`src/hw/rtl/shbe_pkg.sv`:
```
// ----------------------------------------------------------------------------
// shbe_pkg
// types, tables and helper functions shared by the hash engine modules
// ----------------------------------------------------------------------------
package shbe_pkg;

	localparam int unsigned Rounds = 12;

	typedef logic [63:0]       word_t;
	typedef logic [511:0]      blk_t;
	typedef logic [3:0]        rnd_t;

	typedef enum logic [3:0] {
		ST_IDLE,
		ST_KEY,
		ST_ROUND_TXT,
		ST_ROUND_KEY,
		ST_FINISH,
		ST_ADD,
		ST_EMIT
	} state_t;

	// which compression pass is running
	typedef enum logic [1:0] {
		PASS_MSG,
		PASS_CNT,
		PASS_SUM
	} pass_t;

	typedef enum logic [2:0] {
		CMD_NONE,
		CMD_LOAD,
		CMD_KEY,
		CMD_TXT,
		CMD_RKEY,
		CMD_FIN,
		CMD_ADD,
		CMD_NEXT
	} cmd_op_t;

	typedef struct packed {
		cmd_op_t op;
		pass_t   pass;
		rnd_t    rnd;
	} cmd_t;

	typedef struct packed {
		logic is_final;
	} status_t;

	function automatic logic [7:0] pi_sbox(input logic [7:0] a);
		logic [7:0] t [256];
		t = '{
		8'hFC,8'hEE,8'hDD,8'h11,8'hCF,8'h6E,8'h31,8'h16,8'hFB,8'hC4,8'hFA,8'hDA,8'h23,8'hC5,8'h04,8'h4D,
		8'hE9,8'h77,8'hF0,8'hDB,8'h93,8'h2E,8'h99,8'hBA,8'h17,8'h36,8'hF1,8'hBB,8'h14,8'hCD,8'h5F,8'hC1,
		8'hF9,8'h18,8'h65,8'h5A,8'hE2,8'h5C,8'hEF,8'h21,8'h81,8'h1C,8'h3C,8'h42,8'h8B,8'h01,8'h8E,8'h4F,
		8'h05,8'h84,8'h02,8'hAE,8'hE3,8'h6A,8'h8F,8'hA0,8'h06,8'h0B,8'hED,8'h98,8'h7F,8'hD4,8'hD3,8'h1F,
		8'hEB,8'h34,8'h2C,8'h51,8'hEA,8'hC8,8'h48,8'hAB,8'hF2,8'h2A,8'h68,8'hA2,8'hFD,8'h3A,8'hCE,8'hCC,
		8'hB5,8'h70,8'h0E,8'h56,8'h08,8'h0C,8'h76,8'h12,8'hBF,8'h72,8'h13,8'h47,8'h9C,8'hB7,8'h5D,8'h87,
		8'h15,8'hA1,8'h96,8'h29,8'h10,8'h7B,8'h9A,8'hC7,8'hF3,8'h91,8'h78,8'h6F,8'h9D,8'h9E,8'hB2,8'hB1,
		8'h32,8'h75,8'h19,8'h3D,8'hFF,8'h35,8'h8A,8'h7E,8'h6D,8'h54,8'hC6,8'h80,8'hC3,8'hBD,8'h0D,8'h57,
		8'hDF,8'hF5,8'h24,8'hA9,8'h3E,8'hA8,8'h43,8'hC9,8'hD7,8'h79,8'hD6,8'hF6,8'h7C,8'h22,8'hB9,8'h03,
		8'hE0,8'h0F,8'hEC,8'hDE,8'h7A,8'h94,8'hB0,8'hBC,8'hDC,8'hE8,8'h28,8'h50,8'h4E,8'h33,8'h0A,8'h4A,
		8'hA7,8'h97,8'h60,8'h73,8'h1E,8'h00,8'h62,8'h44,8'h1A,8'hB8,8'h38,8'h82,8'h64,8'h9F,8'h26,8'h41,
		8'hAD,8'h45,8'h46,8'h92,8'h27,8'h5E,8'h55,8'h2F,8'h8C,8'hA3,8'hA5,8'h7D,8'h69,8'hD5,8'h95,8'h3B,
		8'h07,8'h58,8'hB3,8'h40,8'h86,8'hAC,8'h1D,8'hF7,8'h30,8'h37,8'h6B,8'hE4,8'h88,8'hD9,8'hE7,8'h89,
		8'hE1,8'h1B,8'h83,8'h49,8'h4C,8'h3F,8'hF8,8'hFE,8'h8D,8'h53,8'hAA,8'h90,8'hCA,8'hD8,8'h85,8'h61,
		8'h20,8'h71,8'h67,8'hA4,8'h2D,8'h2B,8'h09,8'h5B,8'hCB,8'h9B,8'h25,8'hD0,8'hBE,8'hE5,8'h6C,8'h52,
		8'h59,8'hA6,8'h74,8'hD2,8'hE6,8'hF4,8'hB4,8'hC0,8'hD1,8'h66,8'hAF,8'hC2,8'h39,8'h4B,8'h63,8'hB6};
		return t[a];
	endfunction

	function automatic word_t lin_row(input logic [5:0] k);
		word_t t [64];
		t = '{
		64'h8e20faa72ba0b470,64'h47107ddd9b505a38,64'had08b0e0c3282d1c,64'hd8045870ef14980e,
		64'h6c022c38f90a4c07,64'h3601161cf205268d,64'h1b8e0b0e798c13c8,64'h83478b07b2468764,
		64'ha011d380818e8f40,64'h5086e740ce47c920,64'h2843fd2067adea10,64'h14aff010bdd87508,
		64'h0ad97808d06cb404,64'h05e23c0468365a02,64'h8c711e02341b2d01,64'h46b60f011a83988e,
		64'h90dab52a387ae76f,64'h486dd4151c3dfdb9,64'h24b86a840e90f0d2,64'h125c354207487869,
		64'h092e94218d243cba,64'h8a174a9ec8121e5d,64'h4585254f64090fa0,64'haccc9ca9328a8950,
		64'h9d4df05d5f661451,64'hc0a878a0a1330aa6,64'h60543c50de970553,64'h302a1e286fc58ca7,
		64'h18150f14b9ec46dd,64'h0c84890ad27623e0,64'h0642ca05693b9f70,64'h0321658cba93c138,
		64'h86275df09ce8aaa8,64'h439da0784e745554,64'hafc0503c273aa42a,64'hd960281e9d1d5215,
		64'he230140fc0802984,64'h71180a8960409a42,64'hb60c05ca30204d21,64'h5b068c651810a89e,
		64'h456c34887a3805b9,64'hac361a443d1c8cd2,64'h561b0d22900e4669,64'h2b838811480723ba,
		64'h9bcf4486248d9f5d,64'hc3e9224312c8c1a0,64'heffa11af0964ee50,64'hf97d86d98a327728,
		64'he4fa2054a80b329c,64'h727d102a548b194e,64'h39b008152acb8227,64'h9258048415eb419d,
		64'h492c024284fbaec0,64'haa16012142f35760,64'h550b8e9e21f7a530,64'ha48b474f9ef5dc18,
		64'h70a6a56e2440598e,64'h3853dc371220a247,64'h1ca76e95091051ad,64'h0edd37c48a08a6d8,
		64'h07e095624504536c,64'h8d70c431ac02a736,64'hc83862965601dd1b,64'h641c314b2b8ee083};
		return t[k];
	endfunction

	function automatic blk_t round_const(input rnd_t r);
		blk_t t [12];
		t = '{
		{64'hb1085bda1ecadae9,64'hebcb2f81c0657c1f,64'h2f6a76432e45d016,64'h714eb88d7585c4fc,
		 64'h4b7ce09192676901,64'ha2422a08a460d315,64'h05767436cc744d23,64'hdd806559f2a64507},
		{64'h6fa3b58aa99d2f1a,64'h4fe39d460f70b5d7,64'hf3feea720a232b98,64'h61d55e0f16b50131,
		 64'h9ab5176b12d69958,64'h5cb561c2db0aa7ca,64'h55dda21bd7cbcd56,64'he679047021b19bb7},
		{64'hf574dcac2bce2fc7,64'h0a39fc286a3d8435,64'h06f15e5f529c1f8b,64'hf2ea7514b1297b7b,
		 64'hd3e20fe490359eb1,64'hc1c93a376062db09,64'hc2b6f443867adb31,64'h991e96f50aba0ab2},
		{64'hef1fdfb3e81566d2,64'hf948e1a05d71e4dd,64'h488e857e335c3c7d,64'h9d721cad685e353f,
		 64'ha9d72c82ed03d675,64'hd8b71333935203be,64'h3453eaa193e837f1,64'h220cbebc84e3d12e},
		{64'h4bea6bacad474799,64'h9a3f410c6ca92363,64'h7f151c1f1686104a,64'h359e35d7800fffbd,
		 64'hbfcd1747253af5a3,64'hdfff00b723271a16,64'h7a56a27ea9ea63f5,64'h601758fd7c6cfe57},
		{64'hae4faeae1d3ad3d9,64'h6fa4c33b7a3039c0,64'h2d66c4f95142a46c,64'h187f9ab49af08ec6,
		 64'hcffaa6b71c9ab7b4,64'h0af21f66c2bec6b6,64'hbf71c57236904f35,64'hfa68407a46647d6e},
		{64'hf4c70e16eeaac5ec,64'h51ac86febf240954,64'h399ec6c7e6bf87c9,64'hd3473e33197a93c9,
		 64'h0992abc52d822c37,64'h06476983284a0504,64'h3517454ca23c4af3,64'h8886564d3a14d493},
		{64'h9b1f5b424d93c9a7,64'h03e7aa020c6e4141,64'h4eb7f8719c36de1e,64'h89b4443b4ddbc49a,
		 64'hf4892bcb929b0690,64'h69d18d2bd1a5c42f,64'h36acc2355951a8d9,64'ha47f0dd4bf02e71e},
		{64'h378f5a541631229b,64'h944c9ad8ec165fde,64'h3a7d3a1b25894224,64'h3cd955b7e00d0984,
		 64'h800a440bdbb2ceb1,64'h7b2b8a9aa6079c54,64'h0e38dc92cb1f2a60,64'h7261445183235adb},
		{64'habbedea680056f52,64'h382ae548b2e4f3f3,64'h8941e71cff8a78db,64'h1fffe18a1b336103,
		 64'h9fe76702af69334b,64'h7a1e6c303b7652f4,64'h3698fad1153bb6c3,64'h74b4c7fb98459ced},
		{64'h7bcd9ed0efc889fb,64'h3002c6cd635afe94,64'hd8fa6bbbebab0761,64'h2001802114846679,
		 64'h8a1d71efea48b9ca,64'hefbacd1d7d476e98,64'hdea2594ac06fd85d,64'h6bcaa4cd81f32d1b},
		{64'h378ee767f11631ba,64'hd21380b00449b17a,64'hcda43c32bcdf1d77,64'hf82012d430219f9b,
		 64'h5d80ef9d1891cc86,64'he71da4aa88e12852,64'hfaf417d5d9b21b99,64'h48bc924af11bd720}};
		return (r < rnd_t'(Rounds)) ? t[r] : '0;
	endfunction

	function automatic word_t lin_map(input word_t v);
		word_t r;
		r = '0;
		for (int b = 0; b < 64; b++)
			if (v[b]) r ^= lin_row(6'(63 - b));
		return r;
	endfunction

	// one LPS transform on a xor b
	function automatic blk_t xlps(input blk_t a, input blk_t b);
		blk_t x;
		blk_t y;
		word_t t;
		x = a ^ b;
		y = '0;
		for (int i = 0; i < 8; i++) begin
			for (int j = 0; j < 8; j++)
				t[8*j +: 8] = pi_sbox(x[64*j + 8*i +: 8]);
			y[64*i +: 64] = lin_map(t);
		end
		return y;
	endfunction

endpackage

```
`src/hw/rtl/shbe_ctrl.sv`:
```
// ----------------------------------------------------------------------------
// shbe_ctrl
// sequencer for the compression passes and digest output
// ----------------------------------------------------------------------------
module shbe_ctrl (
	input  logic              clk,
	input  logic              arst_n,
	input  logic              start,
	input  shbe_pkg::status_t stat,
	input  logic              emit_done,
	output logic              busy,
	output logic              emitting,
	output shbe_pkg::cmd_t    cmd
);
	shbe_pkg::state_t state_q, state_d;
	shbe_pkg::pass_t  pass_q, pass_d;
	shbe_pkg::rnd_t   rnd_q, rnd_d;

	always_ff @(posedge clk or negedge arst_n) begin
		if (!arst_n) begin
			state_q <= shbe_pkg::ST_IDLE;
			pass_q  <= shbe_pkg::PASS_MSG;
			rnd_q   <= '0;
		end else begin
			state_q <= state_d;
			pass_q  <= pass_d;
			rnd_q   <= rnd_d;
		end
	end

	always_comb begin
		state_d  = state_q;
		pass_d   = pass_q;
		rnd_d    = rnd_q;
		cmd      = '{op: shbe_pkg::CMD_NONE, pass: pass_q, rnd: rnd_q};
		busy     = (state_q != shbe_pkg::ST_IDLE);
		emitting = (state_q == shbe_pkg::ST_EMIT);
		unique case (state_q)
			shbe_pkg::ST_IDLE: begin
				if (start) begin
					cmd.op  = shbe_pkg::CMD_LOAD;
					pass_d  = shbe_pkg::PASS_MSG;
					state_d = shbe_pkg::ST_KEY;
				end
			end
			shbe_pkg::ST_KEY: begin
				cmd.op  = shbe_pkg::CMD_KEY;
				rnd_d   = '0;
				state_d = shbe_pkg::ST_ROUND_TXT;
			end
			shbe_pkg::ST_ROUND_TXT: begin
				cmd.op  = shbe_pkg::CMD_TXT;
				state_d = shbe_pkg::ST_ROUND_KEY;
			end
			shbe_pkg::ST_ROUND_KEY: begin
				cmd.op = shbe_pkg::CMD_RKEY;
				rnd_d  = rnd_q + 1'b1;
				if (rnd_q == shbe_pkg::rnd_t'(shbe_pkg::Rounds - 1))
					state_d = shbe_pkg::ST_FINISH;
				else
					state_d = shbe_pkg::ST_ROUND_TXT;
			end
			shbe_pkg::ST_FINISH: begin
				cmd.op = shbe_pkg::CMD_FIN;
				priority if (pass_q == shbe_pkg::PASS_MSG)
					state_d = shbe_pkg::ST_ADD;
				else if (pass_q == shbe_pkg::PASS_CNT) begin
					pass_d  = shbe_pkg::PASS_SUM;
					state_d = shbe_pkg::ST_KEY;
				end else
					state_d = shbe_pkg::ST_EMIT;
			end
			shbe_pkg::ST_ADD: begin
				cmd.op = shbe_pkg::CMD_ADD;
				if (stat.is_final) begin
					pass_d  = shbe_pkg::PASS_CNT;
					state_d = shbe_pkg::ST_KEY;
				end else
					state_d = shbe_pkg::ST_IDLE;
			end
			shbe_pkg::ST_EMIT: begin
				cmd.op = shbe_pkg::CMD_NEXT;
				if (emit_done) state_d = shbe_pkg::ST_IDLE;
			end
			default: state_d = shbe_pkg::ST_IDLE;
		endcase
	end

	a_round_range: assert property (@(posedge clk) disable iff (!arst_n)
		(state_q == shbe_pkg::ST_ROUND_TXT) |-> (rnd_q < shbe_pkg::rnd_t'(shbe_pkg::Rounds)))
		else $error("round index out of range");
	a_add_after_fin: assert property (@(posedge clk) disable iff (!arst_n)
		(state_q == shbe_pkg::ST_ADD) |-> ($past(state_q) == shbe_pkg::ST_FINISH))
		else $error("add without finished pass");
	a_no_start_busy: assert property (@(posedge clk) disable iff (!arst_n)
		(state_q == shbe_pkg::ST_EMIT) |=>
		(state_q == shbe_pkg::ST_EMIT || state_q == shbe_pkg::ST_IDLE))
		else $error("restart while emitting");
endmodule

```
`config.mk`:
```
export PLATFORM = sky130hd
export DESIGN_NAME = shbe_ctrl
export DESIGN_NICKNAME = d
export VERILOG_FILES = /design/src/hw/rtl/shbe_pkg.sv /design/src/hw/rtl/shbe_ctrl.sv
export SDC_FILE = /design/constraint.sdc
export NUM_CORES = 1
export LEC_CHECK = 0
export ABC_AREA = 0
export BUFFER_PORTS_ARGS = -buffer_cell sky130_fd_sc_hd__clkbuf_2
export CAP_MARGIN = 20
export CORE_MARGIN = 2
export CORE_UTILIZATION = 40
export CTS_CLUSTER_DIAMETER = 120
export DETAILED_ROUTE_END_ITERATION = 10
export PLACE_DENSITY = 0.75
export SLEW_MARGIN = 10
export SYNTH_ARGS = -nofsm -noshare
export SYNTH_HDL_FRONTEND = slang
export SYNTH_SLANG_ARGS = --single-unit
```
`constraint.sdc`:
```
create_clock -name clk -period 1.7 [get_ports clk]
set_clock_uncertainty 0.05 [all_clocks]
set_input_delay 0.51 -clock clk [delete_from_list [all_inputs] [get_ports clk]]
set_output_delay 0.51 -clock clk [all_outputs]
set_load 0.1 [all_outputs]
```
==> metrics.yaml <==
outcome: "complete, but fails checks"
failed_checks: "setup timing"
diodes: 0
drc: 0
io_pins: 16
die_y_um: 41.2
ys_ff_latch: 9
cp.required_ns: 1.14
cts_buffers: 3
cp_top_family: "flip-flops"
syn_to_final_growth_pct: 89.4
cts.sink_count: 9
yosysSeqAreaShare_pct: 40.7
synth_cells: 63
via_per_inst: 5.43
yosysWarnings: 0
finalSetupViolations: 5
max_freq_mhz: 539
crit_fanout: 4
cts_tree: "yes"
drt_wl_total_mm: 1.51
gr-usage-all-layers_pct: 21.7
synth_compound_area_share_pct: 18.8
cts_hold_buf: 0
reg2reg_slack_ns: 0.05
muxShareOfSynthArea_pct: 3.62
yosys.area_share.simple_pct: 29.2
drv_slew: 0
vias: 586
syn_avg_cell_area_um2: 8.78
floorplan.initialDensity_pct: 42.5
setup_ws_ns: -0.157
synthAdderAreaFrac_pct: 2.26
synth_top_family_by_area: "simple AND/OR/NAND/NOR gates"
r2r_end: "rnd_q[3]"
worstSetupEndpointType: "output pin"
num_rows: 13
finalCriticalPeriod_ns: 1.86
rsz0062_at_grt: "true"
drtAntennaViolNets: 0
crit_buf_inv: 2
drive_gt1_share_pct: 52.7
clock_latency_ns: 0.27
dr.pass1.iters: 3
slowest_stage: "dfrtp_1"
path_clk_slew_ns: 0.06
clockBufferDepth: 2
die_area_um2: 1700
grt_pass1_wl_mm: 2.33
r2r_start: "state_q[2]"
fin_crit_sh_pct: 109
start_kind: "flop"
tightestPinTransition_ns: 0.281
num-nets-final: 100
gp_congestion: 0.749
path_cells: "buf_6, nand2b_4, o21ai_4, buf_12"
drt_iter0_drc: 7
synth_cell_types: 31
die-width_um: 41.2
synth_xor_xnor_area_share_pct: 1.58
dp_hpwl_mm: 1.01
htreeDepth: 1
most-common-layout-cells: "12 x buf_12, 10 x buf_4, 7 x nand2_1"
core_area_um2: 1300
gr-total-overflow: 0
grt_pass1_vias: 533
antenna_found_initial: 0
cts-root-buf: "clkbuf_4"
dp_worst_setup_slack_ns: 0.00533
netlist_area_um2: 553
syn-num-nets: 69
io_buffer_count: 15
cpPeakStageDelay_ns: 0.42
hold_viol: 0
relSlewSlack_pct: 81.3
max_cap_viol_count: 0
final_common_cell: "buf_12"
grt_max_degree: 12
arrival_ns: 1.30
post_drt_wl_per_cell_um: 13.9
final_core_util_pct: 80.5
crit_type: "flop to output pin"
worst_hold_path_type: "primary input to asynchronous set/reset pin"
worstRegToRegCells: 6
[repair_timing]
action	CTS	global route
pin swaps	5	6
endpoints found under the setup margin	5	6
gates resized for setup	6	8
buffers inserted	7	0
[stage by stage]
stage | cells | hold slack, ns | cell area (um2) | setup TNS (ns)
after floorplan | 63 | 0.164 | 629 | -0.538
after global placement | 98 | 0.325 | 925 | 0
after detailed placement | 98 | 0.324 | 925 | 0
after CTS | 108 | 0.0420 | 1020 | -0.583
after global routing | 108 | 0.0563 | 1050 | -0.802
final | 108 | 0.0337 | 1050 | -0.633
[worst max-delay path by stage]
stage	from	to	slack [ns]	cells past startpoint
after floorplan	state_q[0]	emitting	-0.29	2
after global placement	state_q[2]	busy	0.02	2
after detailed placement	start	cmd[6]	0.005	4
after CTS	state_q[2]	cmd[8]	-0.16	4
after global routing	state_q[2]	cmd[8]	-0.20	4
final	state_q[2]	cmd[8]	-0.16	4
[cells by family (layout without fill, tap and decap cells)]
family,after synthesis,after routing
muxes,2,2
adders and majority gates,1,1
AOI/OAI and AO/OA,16,16
and+or+nand+nor,29,29
xor gates and xnor gates,1,1
buffers and inverters,5,35
DFF,9,9
[cell type report]
type	instances	area (um2)
fillers	69	254
multi-input cells	49	388
clock buffers	4	26.3
well taps	15	18.8
repair buffers	29	369
flip-flops and latches	9	230
inverters	2	15.0
[flip-flops by register name, indices dropped and copies added, names as in the netlist]
register	cells
pass_q	2
state_q	3
rnd_q	4
[cells in the mapped netlist (all sizes together)]
library cell / instances / share of area (%)
or2b: 1 / 1.4
nand2: 8 / 5.4
o21ai: 5 / 4.5
ha: 1 / 2.3
nand3: 4 / 3.6
nand4b: 1 / 1.6
xor2: 1 / 1.6
buf: 2 / 1.8
nor3: 3 / 2.7
a21oi: 3 / 2.7
nor2: 2 / 1.4
a31o: 1 / 1.6
or3: 2 / 2.3
nor3b: 3 / 4.1
o211ai: 1 / 1.4
dfrtp: 9 / 41
clkbuf: 1 / 0.68
o22a: 1 / 1.6
a2bb2o: 1 / 1.8
mux2i: 2 / 3.6
a21o: 1 / 1.4
nor2b: 1 / 1.1
or3b: 1 / 1.6
o22ai: 1 / 1.1
a211oi: 1 / 1.4
o31ai: 1 / 1.4
inv: 2 / 1.4
or4: 1 / 1.4
nand2b: 2 / 2.7
[layer usage]
metal | GRT usage [%] | part of all wire, %
met1 | 27.4 | 44
met2 | 37.5 | 52
met3 | 4.89 | 2.9
met4 | 4.84 | 1.3
met5 | 0 | 0
Power is left out: the tool's default activity adds up to more than one toggle a clock period on the data nets, which glitch-free logic cannot reach.
